[src/rtl/wsd_pkg.sv]
// Package for the WebSocket frame deframer: frame phases, result kinds,
// opcodes and the result record types shared by the parser, output stage and top.
// No dependencies.
package wsd_pkg;

    // Frame parsing phases, one-hot coded.
    typedef enum logic [4:0] {
        PH_HDR0 = 5'b00001,
        PH_HDR1 = 5'b00010,
        PH_EXT  = 5'b00100,
        PH_KEY  = 5'b01000,
        PH_PAY  = 5'b10000
    } t_phase;

    // Result kinds.
    localparam logic [2:0] KIND_PAYLOAD    = 3'd0;
    localparam logic [2:0] KIND_FINAL      = 3'd1;
    localparam logic [2:0] KIND_FRAGMENT   = 3'd2;
    localparam logic [2:0] KIND_CLOSE      = 3'd3;
    localparam logic [2:0] KIND_INCOMPLETE = 3'd4;
    localparam logic [2:0] KIND_UNKNOWN_OP = 3'd5;
    localparam logic [2:0] KIND_NOT_WS     = 3'd6;

    // Opcodes and header field codes.
    localparam logic [3:0] OP_TEXT   = 4'h1;
    localparam logic [3:0] OP_BINARY = 4'h2;
    localparam logic [3:0] OP_CLOSE  = 4'h8;
    localparam logic [6:0] LEN_CODE_16 = 7'd126;
    localparam logic [6:0] LEN_CODE_64 = 7'd127;

    // Remaining-byte counts, stored as count minus one.
    localparam logic [2:0] EXT16_LEFT = 3'd1;
    localparam logic [2:0] EXT64_LEFT = 3'd7;
    localparam logic [2:0] KEY_LEFT   = 3'd3;

    typedef struct packed {
        logic [2:0]  kind;
        logic [7:0]  data_byte;
        logic [63:0] payload_length;
        logic        is_text;
    } t_result;

    // Results caused by one input byte, in emission order.
    typedef struct packed {
        logic [1:0] count;
        t_result    res0;
        t_result    res1;
    } t_step;

    function automatic t_result simple_result(input logic [2:0] kind);
        t_result r;
        r.kind           = kind;
        r.data_byte      = 8'd0;
        r.payload_length = 64'd0;
        r.is_text        = 1'b0;
        return r;
    endfunction

    // Completion result at the end of a frame.
    function automatic t_result complete_result(input logic [3:0] opcode, input logic fin,
                                                input logic [63:0] len);
        t_result r;
        r.data_byte      = 8'd0;
        r.payload_length = len;
        r.is_text        = 1'b0;
        if (opcode == OP_CLOSE) begin
            r.kind = KIND_CLOSE;
        end else if (opcode == OP_TEXT || opcode == OP_BINARY) begin
            r.kind    = fin ? KIND_FINAL : KIND_FRAGMENT;
            r.is_text = (opcode == OP_TEXT);
        end else begin
            r.kind = KIND_UNKNOWN_OP;
        end
        return r;
    endfunction

endpackage

[src/rtl/wsd_parser.sv]
// Frame header parser and payload unmasker for the WebSocket frame deframer.
// Holds the frame state; computes the results of one byte combinationally.
// Depends on wsd_pkg.
module wsd_parser (
    input  logic            i_clk,
    input  logic            i_rst_n,
    input  logic            i_fire,
    input  logic [7:0]      i_byte,
    input  logic            i_end,
    output wsd_pkg::t_step  o_step
);

    wsd_pkg::t_phase r_phase, n_phase;
    logic [2:0]      r_ext_cnt, n_ext_cnt;
    logic            r_fin, n_fin;
    logic [3:0]      r_opcode, n_opcode;
    logic [63:0]     r_len, n_len;
    logic [31:0]     r_key, n_key;
    logic [63:0]     r_pay_cnt, n_pay_cnt;
    logic            r_skip, n_skip;

    logic            decided;
    logic            ra_v, rb_v;
    wsd_pkg::t_result ra, rb;
    logic [7:0]      key_byte;
    logic            is_data_op;

    always_comb begin
        n_phase    = r_phase;
        n_ext_cnt  = r_ext_cnt;
        n_fin      = r_fin;
        n_opcode   = r_opcode;
        n_len      = r_len;
        n_key      = r_key;
        n_pay_cnt  = r_pay_cnt;
        n_skip     = r_skip;
        decided    = 1'b0;
        ra_v       = 1'b0;
        rb_v       = 1'b0;
        ra         = wsd_pkg::simple_result(wsd_pkg::KIND_NOT_WS);
        rb         = wsd_pkg::simple_result(wsd_pkg::KIND_INCOMPLETE);
        is_data_op = (r_opcode == wsd_pkg::OP_TEXT) || (r_opcode == wsd_pkg::OP_BINARY);
        unique case (r_pay_cnt[1:0])
            2'd0:    key_byte = r_key[31:24];
            2'd1:    key_byte = r_key[23:16];
            2'd2:    key_byte = r_key[15:8];
            default: key_byte = r_key[7:0];
        endcase

        if (r_skip) begin
            if (i_end) begin
                n_skip  = 1'b0;
                n_phase = wsd_pkg::PH_HDR0;
            end
        end else begin
            unique case (r_phase)
                wsd_pkg::PH_HDR1: begin
                    if (!i_byte[7]) begin
                        ra_v    = 1'b1;
                        decided = 1'b1;
                    end else if (i_byte[6:0] == wsd_pkg::LEN_CODE_16) begin
                        n_ext_cnt = wsd_pkg::EXT16_LEFT;
                        n_phase   = wsd_pkg::PH_EXT;
                    end else if (i_byte[6:0] == wsd_pkg::LEN_CODE_64) begin
                        n_ext_cnt = wsd_pkg::EXT64_LEFT;
                        n_phase   = wsd_pkg::PH_EXT;
                    end else begin
                        n_len     = {57'd0, i_byte[6:0]};
                        n_ext_cnt = wsd_pkg::KEY_LEFT;
                        n_phase   = wsd_pkg::PH_KEY;
                    end
                end
                wsd_pkg::PH_EXT: begin
                    n_len = {r_len[55:0], i_byte};
                    if (r_ext_cnt == 3'd0) begin
                        n_ext_cnt = wsd_pkg::KEY_LEFT;
                        n_phase   = wsd_pkg::PH_KEY;
                    end else begin
                        n_ext_cnt = r_ext_cnt - 3'd1;
                    end
                end
                wsd_pkg::PH_KEY: begin
                    n_key = {r_key[23:0], i_byte};
                    if (r_ext_cnt == 3'd0) begin
                        n_phase = wsd_pkg::PH_PAY;
                        // An empty payload completes on the last key byte.
                        if (r_len == 64'd0) begin
                            ra_v    = 1'b1;
                            ra      = wsd_pkg::complete_result(r_opcode, r_fin, r_len);
                            decided = 1'b1;
                        end
                    end else begin
                        n_ext_cnt = r_ext_cnt - 3'd1;
                    end
                end
                wsd_pkg::PH_PAY: begin
                    if (is_data_op) begin
                        ra_v         = 1'b1;
                        ra.kind      = wsd_pkg::KIND_PAYLOAD;
                        ra.data_byte = i_byte ^ key_byte;
                        ra.is_text   = (r_opcode == wsd_pkg::OP_TEXT);
                    end
                    n_pay_cnt = r_pay_cnt + 64'd1;
                    if (n_pay_cnt == r_len) begin
                        rb_v    = 1'b1;
                        rb      = wsd_pkg::complete_result(r_opcode, r_fin, r_len);
                        decided = 1'b1;
                    end
                end
                default: begin
                    n_fin     = i_byte[7];
                    n_opcode  = i_byte[3:0];
                    n_len     = 64'd0;
                    n_key     = 32'd0;
                    n_pay_cnt = 64'd0;
                    n_ext_cnt = 3'd0;
                    if (i_end) begin
                        ra_v    = 1'b1;
                        decided = 1'b1;
                    end else begin
                        n_phase = wsd_pkg::PH_HDR1;
                    end
                end
            endcase

            if (decided) begin
                n_phase = wsd_pkg::PH_HDR0;
                n_skip  = !i_end;
            end else if (i_end) begin
                rb_v    = 1'b1;
                rb      = wsd_pkg::simple_result(wsd_pkg::KIND_INCOMPLETE);
                n_phase = wsd_pkg::PH_HDR0;
            end
        end

        o_step.count = {1'b0, ra_v} + {1'b0, rb_v};
        o_step.res0  = ra_v ? ra : rb;
        o_step.res1  = rb;
    end

    always_ff @(posedge i_clk) begin
        if (!i_rst_n) begin
            r_phase   <= wsd_pkg::PH_HDR0;
            r_ext_cnt <= 3'd0;
            r_fin     <= 1'b0;
            r_opcode  <= 4'd0;
            r_len     <= 64'd0;
            r_key     <= 32'd0;
            r_pay_cnt <= 64'd0;
            r_skip    <= 1'b0;
        end else if (i_fire) begin
            r_phase   <= n_phase;
            r_ext_cnt <= n_ext_cnt;
            r_fin     <= n_fin;
            r_opcode  <= n_opcode;
            r_len     <= n_len;
            r_key     <= n_key;
            r_pay_cnt <= n_pay_cnt;
            r_skip    <= n_skip;
        end
    end

endmodule

[src/rtl/wsd_out.sv]
// Result register of the WebSocket frame deframer: holds the up to two
// results of one byte and hands them out one per transaction. Depends on wsd_pkg.
module wsd_out (
    input  logic              i_clk,
    input  logic              i_rst_n,
    input  logic              i_load,
    input  wsd_pkg::t_step    i_step,
    input  logic              i_tready,
    output logic              o_can_load,
    output logic              o_tvalid,
    output wsd_pkg::t_result  o_result,
    output logic              o_last
);

    logic [1:0]       r_cnt, n_cnt;
    logic             r_head, n_head;
    wsd_pkg::t_result r_res0, r_res1;
    logic             pop;

    assign o_tvalid   = (r_cnt != 2'd0);
    assign pop        = o_tvalid && i_tready;
    assign o_can_load = (r_cnt == 2'd0) || ((r_cnt == 2'd1) && i_tready);
    assign o_result   = r_head ? r_res1 : r_res0;
    assign o_last     = (r_cnt == 2'd1);

    always_comb begin
        n_cnt  = r_cnt;
        n_head = r_head;
        if (i_load) begin
            n_cnt  = i_step.count;
            n_head = 1'b0;
        end else if (pop) begin
            n_cnt  = r_cnt - 2'd1;
            n_head = 1'b1;
        end
    end

    always_ff @(posedge i_clk) begin
        if (!i_rst_n) begin
            r_cnt  <= 2'd0;
            r_head <= 1'b0;
        end else begin
            r_cnt  <= n_cnt;
            r_head <= n_head;
        end
    end

    always_ff @(posedge i_clk) begin
        if (i_load) begin
            r_res0 <= i_step.res0;
            r_res1 <= i_step.res1;
        end
    end

endmodule

[src/rtl/websocket_frame_deframer.sv]
// WebSocket frame deframer, top level; depends on wsd_pkg, wsd_parser and wsd_out.
// A byte accepted at the input passes through the input register and then the result
// register before its first result reaches the output port.
// Throughput: one byte per cycle while the output is not stalled; a byte that causes
// two results holds the output for two transactions, drained one per cycle on tready.
// Reset: synchronous, active low; the parser returns to expecting a first header byte.
module websocket_frame_deframer (
    input  logic        i_clk,
    input  logic        i_rst_n,
    // Input stream: one byte of the received buffer per transaction.
    input  logic        i_s_axis_tvalid,
    output logic        o_s_axis_tready,
    input  logic [7:0]  i_s_axis_tdata,   // [7:0] rx_byte
    input  logic        i_s_axis_tlast,   // buffer_end
    // Result stream.
    output logic        o_m_axis_tvalid,
    input  logic        i_m_axis_tready,
    output logic [71:0] o_m_axis_tdata,   // [7:0] data_byte, [71:8] payload_length
    output logic [3:0]  o_m_axis_tuser,   // [2:0] kind, [3] is_text
    output logic        o_m_axis_tlast    // last_of_run
);

    // Input register. It is refilled in the same cycle that its byte is
    // processed, so a steady stream goes through at one byte per cycle when the output keeps up.
    logic       r_in_valid;
    logic [7:0] r_in_byte;
    logic       r_in_end;

    logic             in_accept;
    logic             fire;
    logic             out_load;
    logic             can_load;
    wsd_pkg::t_step   step;
    wsd_pkg::t_result out_res;

    // A byte is processed when its results fit in the result register; a byte
    // with no results never waits on the output side.
    assign fire            = r_in_valid && (can_load || (step.count == 2'd0));
    assign out_load        = fire && (step.count != 2'd0);
    assign o_s_axis_tready = !r_in_valid || fire;
    assign in_accept       = i_s_axis_tvalid && o_s_axis_tready;

    always_ff @(posedge i_clk) begin
        if (!i_rst_n) begin
            r_in_valid <= 1'b0;
        end else if (in_accept) begin
            r_in_valid <= 1'b1;
        end else if (fire) begin
            r_in_valid <= 1'b0;
        end
    end

    always_ff @(posedge i_clk) begin
        if (in_accept) begin
            r_in_byte <= i_s_axis_tdata;
            r_in_end  <= i_s_axis_tlast;
        end
    end

    // Header parsing, key collection and unmasking of the byte held in the
    // input register. Frame state advances only when the byte is processed.
    wsd_parser u_parser (
        .i_clk   (i_clk),
        .i_rst_n (i_rst_n),
        .i_fire  (fire),
        .i_byte  (r_in_byte),
        .i_end   (r_in_end),
        .o_step  (step)
    );

    // Result register: the payload byte comes first, then any completion or
    // discard result of the same input byte.
    wsd_out u_out (
        .i_clk      (i_clk),
        .i_rst_n    (i_rst_n),
        .i_load     (out_load),
        .i_step     (step),
        .i_tready   (i_m_axis_tready),
        .o_can_load (can_load),
        .o_tvalid   (o_m_axis_tvalid),
        .o_result   (out_res),
        .o_last     (o_m_axis_tlast)
    );

    assign o_m_axis_tdata = {out_res.payload_length, out_res.data_byte};
    assign o_m_axis_tuser = {out_res.is_text, out_res.kind};

endmodule
[config.mk]
export PLATFORM = sky130hd
export DESIGN_NAME = websocket_frame_deframer
export DESIGN_NICKNAME = d
export VERILOG_FILES = /design/src/rtl/wsd_pkg.sv /design/src/rtl/wsd_parser.sv /design/src/rtl/wsd_out.sv /design/src/rtl/websocket_frame_deframer.sv
export SDC_FILE = /design/constraint.sdc
export NUM_CORES = 1
export LEC_CHECK = 0
export ABC_AREA = 1
export BUFFER_PORTS_ARGS = -buffer_cell sky130_fd_sc_hd__buf_2
export CORE_MARGIN = 10
export CORE_UTILIZATION = 59
export DETAILED_ROUTE_END_ITERATION = 10
export HOLD_SLACK_MARGIN = 0.12
export PLACE_DENSITY = 0.77
export SETUP_SLACK_MARGIN = 0.3
export SKIP_LAST_GASP = 1
export SYNTH_ARGS = -nofsm -noshare
export SYNTH_HDL_FRONTEND = slang
export SYNTH_SLANG_ARGS = --single-unit
[constraint.sdc]
create_clock -name i_clk -period 18.5 [get_ports i_clk]
set_input_delay 0.925 -clock i_clk [delete_from_list [all_inputs] [get_ports i_clk]]
set_output_delay 0.925 -clock i_clk [all_outputs]
set_load 0.05 [all_outputs]
== After elaboration in Yosys (flattened, before gate mapping) ==
Cells that the tools add are included.
W data, S select, Z words.
Word-level totals
  bits in writable memories: 0
  logic and storage cells: 149
  memories: 0
  latch bits: 0
  input port bits: 13
  bits in registers: 339
  memory bits (read-only): 0
Cells by class
  bitwise gates (word level): 8
  magnitude comparators: 0
  add/subtract/negate cells: 4
  reductions and logical operators: 31
  equality and inequality tests: 22
  multiplexer cells: 63
  shifts and indexed selects: 0
  multiply operators: 0
  div/mod/pow operators: 0
Operators by type and width (number)
  $mux W76: 10
  $mux W64: 4
  $pmux W64 S3: 1
  $pmux W64 S2: 1
  $add A64 B1 Y64 const B: 1
  $eq A64 B64 Y1: 1
  $logic_not A64 Y1: 1
  $pmux W32 S2: 1
  $mux W5: 8
  $pmux W8 S3: 1
  $pmux W11 S2: 1
  $mux W3: 7
  $pmux W5 S4: 1
  $mux W1: 19
  $eq A7 B7 Y1 const B: 2
  $pmux W3 S4: 1
  $reduce_and A6 Y1: 2
  $mux W11: 1
  $ne A2 B2 Y1 const B: 5
  $reduce_and A3 Y1: 3
  $ne A4 B2 Y1 const B: 2
  $pmux W1 S4: 2
  $reduce_bool A2 Y1: 4
  $xor A8 B8 Y8: 1
  other kinds (27): 48

== Depth between registers and ports, before layout ==
  word-level depth: 14
  gate-level depth with buffers: 35
  depth with buffers taken out: 34

== Modules after synthesis ==
From an unflattened synthesis, not the netlist that was laid out.
Unflattened totals
  cell total of the unflattened synthesis: 2249
  area total of the unflattened synthesis: 18103.6 µm²
Modules (own cells, without submodules)
  wsd_parser: times used 1, area an instance 11951.5 µm², cells an instance 1960
  wsd_out: times used 1, area an instance 5789.3 µm², cells an instance 267
  websocket_frame_deframer: times used 1, area an instance 362.8 µm², cells an instance 22

== Least setup slack after synthesis ==
OpenSTA, ideal clock, no wires.
  kind: reg2reg
  start: register u_parser.r_pay_cnt[0]
  end: register u_out.r_res0[0] in the netlist's numbering (enable)
  cell stages (with the launch flop): 25
  arrival: 5.453 ns
  data required time: 18.003 ns
  setup time: 0.497 ns
  path slack: 12.550 ns
  path buffers: 0
  cell sequence: dfxtp_1 -> ha_1 -> inv_1 -> nor2_8 -> nand2_1 -> nor2_4 -> nand2_2 -> o21ai_0 -> nand3_1 -> nand2_1 -> nor2_1 -> nand2_1 -> nor2_1 -> nand2_1 -> nor2_1 -> nand2_2 -> inv_1 -> o21ai_0 -> ha_1 -> inv_1 -> nand3_1 -> inv_1 -> nor2_1 -> nand2_1 -> inv_1
Between the ends
  cells in the longest elaborated chain, start to end: 12
RTL lines
  start: declaration: line wsd_parser.sv:19  | logic [63:0] r_pay_cnt, n_pay_cnt;
  start signal: assignment: line wsd_parser.sv:158  | r_pay_cnt <= n_pay_cnt;
  $add A64 B1 Y64 (*): line wsd_parser.sv:103  | n_pay_cnt = r_pay_cnt + 64'd1;
  $eq A64 B64 Y1 (*): line wsd_parser.sv:104  | if (n_pay_cnt == r_len) begin
  $mux W1 (*): line wsd_parser.sv:104
  $pmux W1 S4 or $mux W1 (tied branches): line wsd_parser.sv:56  | unique case (r_phase)
  $mux W1, on equally long branches: line wsd_parser.sv:50, wsd_parser.sv:129
  $mux W1 (*): line wsd_parser.sv:126  | if (decided) begin
  $mux W1 (*): line wsd_parser.sv:50  | if (r_skip) begin
  $add A1 B1 Y2 (*): line wsd_parser.sv:136  | o_step.count = {1'b0, ra_v} + {1'b0, rb_v};
  $logic_not A2 Y1: line websocket_frame_deframer.sv:38  | assign fire = r_in_valid && (can_load || (step.count == 2'd0));
  $logic_or A1 B1 Y1: line websocket_frame_deframer.sv:38
  $logic_and A1 B1 Y1: line websocket_frame_deframer.sv:38
  $logic_and A1 B1 Y1 (*): line websocket_frame_deframer.sv:39  | assign out_load = fire && (step.count != 2'd0);
  net out_load: line websocket_frame_deframer.sv:31  | logic out_load;
  end signal: assignment: line wsd_out.sv:50  | r_res0 <= i_step.res0;
  end: declaration: line wsd_out.sv:17  | wsd_pkg::t_result r_res0, r_res1;
Mark *: on every way through the listed nets, which the timed path passes. The rest lies on a longest branch. The select of a mux whose other input is x is not followed.
A chain may end at the register's enable or synchronous reset.

== Final worst setup path ==
  start: register u_parser.r_pay_cnt[0]
  end: register u_parser.r_pay_cnt[28]
Between the ends
  cells in the longest elaborated chain, start to end: 12
RTL lines (line)
  $add A64 B1 Y64 (*): wsd_parser.sv:103
  $eq A64 B64 Y1: wsd_parser.sv:104
  $mux W1: wsd_parser.sv:104
  $pmux W1 S4 or $mux W1 (tied branches): wsd_parser.sv:56
  $mux W1, on equally long branches: wsd_parser.sv:50, wsd_parser.sv:129
  $mux W1: wsd_parser.sv:126
  $mux W1: wsd_parser.sv:50
  $add A1 B1 Y2: wsd_parser.sv:136
  $logic_not A2 Y1: websocket_frame_deframer.sv:38
  $logic_or A1 B1 Y1: websocket_frame_deframer.sv:38
  $logic_and A1 B1 Y1: websocket_frame_deframer.sv:38
  $reduce_and A3 Y1 (no line)
Every way passes the cells marked *; elsewhere a longest branch is shown, timed or not. The select of a mux whose other input is x is not followed.

==> results.toml <==
[routing]
drt_iter0_markers = 1691
via_count = 15559
drt_wl_total_mm = 53.5
drc = 0
firstDrtPassIters = 9
ant_nets = 0
routedWlPerCell_um = 20.1
routed_via_density = 5.86

[global_routing]
antenna_found_initial = 0
grt_pass1_vias = 14739
grt_overflow = 0
grt_max_degree = 92
grt_pass1_wl_mm = 83.1
track_usage_pct = 28.7

[synth]
synth-async-reset-ratio_pct = 0
synth-main-ff-cell = "dfxtp_1"
syn-instance-count = 2204
synthDistinctLibCells = 43
ys_ff_latch = 331
synth_nets = 2227
synth_top_cell_area_share_pct = 26.4
yosysWarnings = 0
synth_top_area_cell = "edfxtp_1"
yosys-top-cells-area = "edfxtp_1, dfxtp_1, nand2_1, a21oi_1, nor2_1"
syn_area_sq_um = 17400
synth_edf_count = 153
yosysSeqAreaShare_pct = 46.8
syn_avg_cell_area_sq_um = 7.90

[place]
numPortBuffers = 91
place_inst = 2593
dp_hpwl_mm = 38.4
gp_congestion = 1.01
placed_area_sq_um = 18000
dp_worst_setup_slack_ps = 12690

[sta]
finClkSkew_ps = 22.2
setup_viol = 0
setup_ws_ps = 12530
period_share_pct = 32.2
timing.hold.ws_ps = 469
worst_slew_pin_slew_ps = 1140
rsz0062_at_grt = "no"
slew_violations = 0
fin_setup_tns_ps = 0
finalHoldViolCount = 0
relSlewSlack_pct = 24.3
min_period_ps = 5970
fmax_mhz = 168

[clock_network]
postCtsSetupBuffers = 0
max-clock-path-buffers = 3
numCtsBuffers = 35
h-tree-depth = 2
hold_buffers = 0
clock_sinks = 331
clock_latency_ps = 530
clk_pin_slew_worst_paths_ps = 60
post_cts_resized = 0
root_buffer = "clkbuf_16"
cts_tree = "yes"

[floorplan]
die_area_sq_um = 36800
coreArea_sq_um = 28900
io_pins = 92
initial_core_util_pct = 60.2
die_x_um = 192
die_height_um = 192
row_count = 62

[finish]
fin_nets = 2269
instances_no_fill = 2657
drive_gt1_share_pct = 13.5
multi_input_area_sq_um = 8060
antenna_cells = 0
seqCellArea_sq_um = 8160
synthToLayoutAreaGrowth_pct = 10.6
fillers = 2453
stdcell_area_sq_um = 19300

[hold_path]
hp-class = "register to register"
worstHoldStart = "u_parser.r_ext_cnt[1]"
hold_path_depth = 2
whs_endpoint = "u_parser.r_ext_cnt[1]"

[power]
swShare_pct = 32.0
p_seq_share_pct = 43.3
p_int_mw = 1.37
powerDensity_nw_per_um2 = 105
power_frac_clock_pct = 36.7
power_frac_comb_pct = 20.1
peakVddDrop_v = 0.0000917
p_leak_nw = 7.21
p_sw_mw = 0.648

[setup_path]
max_stage_delay_ps = 590
crit_type = "register to register"
cp-start-kind = "register"
worst-path-buf-inv = 7
worst_setup_path_end_kind = "register"
worstPathArrival_ps = 6420
r2r_slack_ps = 12530
critPathSlowestCell = "buf_4"
worstReg2RegStart = "u_parser.r_pay_cnt[0]"
reg2reg_depth = 27
path_delay_family = "simple AND/OR/NAND/NOR gates"
critical_path.max_fanout = 41
reg2reg_to = "u_parser.r_pay_cnt[28]"
cp_data_required_time_ps = 18950
startpoint = "u_parser.r_pay_cnt[0]"

[run_status]
outcome = "completed"

[job]
maxCapViolCount = 0
==> cells by family (layout without fill, tap and decap cells) <==
family | Yosys count | count (layout) | synth area share [%]
AND/OR/NAND/NOR | 1099 | 1099 | 26.7
AO/OA/AOI/OAI | 362 | 362 | 12.4
flip-flops | 331 | 331 | 46.8
buffers and inverters | 309 | 378 | 7.08
multiplexers | 68 | 68 | 4.40
XOR/XNOR | 25 | 25 | 1.89
adder cells (fa/ha/maj) | 10 | 10 | 0.718
==> Yosys cell counts (2+ instances only) <==
master      n
xnor2_1     4
edfxtp_1  153
o21bai_1    2
o21ai_0    36
buf_6       9
nand4_1    28
o22ai_1     2
nand2_4     2
clkbuf_1   77
o21ai_1     4
mux2_2     68
nor2_1    264
a311oi_1    2
nor4_1     17
xor2_1     13
nand2_1   574
nand3b_1    7
and2_1      4
nand2_2    10
inv_2       5
buf_1       7
nor2_2     10
nand3_1   160
ha_1       10
nor3_1     11
a211oi_1   68
a31oi_1     5
a21oi_2    40
a21oi_1   200
nor2_4      6
inv_1     209
nor2_8      2
dfxtp_1   178
xnor3_1     8
==> power groups by stage <==
stage,clock network (mW),logic (mW),registers [mW]
6_report,0.741,0.406,0.875
4_1_cts,0.747,0.405,0.872
2_1_floorplan,0,0.310,0.862
3_5_place_dp,0,0.402,0.887
3_3_place_gp,0,0.397,0.886
5_1_grt,0.776,0.439,0.878
==> stage by stage <==
step                      total power, mW  util [%]
after floorplan                      1.17         -
after global placement               1.28      62.3
after detailed placement             1.29      62.3
after CTS                            2.02      66.6
after global routing                 2.09      66.6
final                                2.02      66.6
==> area by class of cell <==
class | count | area share [%]
inverters | 214 | 4.21
clock inverters | 17 | 1.06
repair buffers | 100 | 2.72
multi-input cells | 1564 | 41.9
flip-flops and latches | 331 | 42.4
well taps | 384 | 2.49
clock buffers | 47 | 5.28
==> placed cells by master (no fill, tap or decap), types with 11 or more instances in the layout <==
master     count
nand2_1      572
edfxtp_1     153
a21oi_1      200
dfxtp_1      177
buf_2         91
a211oi_1      68
mux2_2        68
nor2_1       262
a21oi_2       40
xor2_1        13
clkbuf_16     39
nand4_1       28
nor4_1        17
inv_1        206
nand3_1      160
o21ai_0       36
nor3_1        11
==> worst reg2reg max path, stage by stage, from the launching register on <==
cell     delay [ps]
dfxtp_1         440
ha_1            460
inv_1           360
nor2_8          260
nand2_4         110
nor2_4          320
nand2_1         150
nor2_1          290
xnor3_1         280
nand2_1          70
nor2_1           50
nand3_1          60
nor2_1           60
nand2_2         130
inv_1            50
o21ai_0         230
ha_1            200
inv_1            50
nand3_1          80
inv_1            60
nor2_1          120
inv_1            90
nor2_1          360
inv_2           100
nor2_4          520
buf_4           610
nand3_1         230
a21oi_1         160
==> metal layers <==
| metal | vias up | share of wire (%) | track usage [%] |
|---|---|---|---|
| li1 | 7431 | - | - |
| met1 | 7321 | 42 | 37.8 |
| met2 | 687 | 47 | 46.9 |
| met3 | 120 | 7.5 | 4.46 |
| met4 | 0 | 3.7 | 10.9 |
| met5 | - | 0 | 0 |
==> flip-flops by register name (all words and copies together), names as in the netlist, 2 cells and up <==
| name | count |
|---|---|
| u_parser.r_key | 32 |
| u_parser.r_phase | 5 |
| r_in_byte | 8 |
| u_out.r_res0 | 76 |
| u_parser.r_ext_cnt | 3 |
| u_parser.r_len | 64 |
| u_out.r_cnt | 2 |
| u_out.r_res1 | 68 |
| u_parser.r_pay_cnt | 64 |
| u_parser.r_opcode | 4 |
==> worst max-delay path by stage <==
| stage | end | slack, ps | cells past startpoint |
|---|---|---|---|
| finish | u_parser.r_pay_cnt[28] | 12530 | 27 |
| floorplan | u_out.r_res0[0] | 12550 | 24 |
| global route | u_parser.r_len[49] | 12050 | 30 |
| detailed placement | u_parser.r_pay_cnt[28] | 12690 | 27 |
| CTS | u_parser.r_pay_cnt[28] | 12640 | 27 |
| global placement | u_parser.r_pay_cnt[28] | 12840 | 27 |
Note: power is estimated with default switching activity, not from simulation.
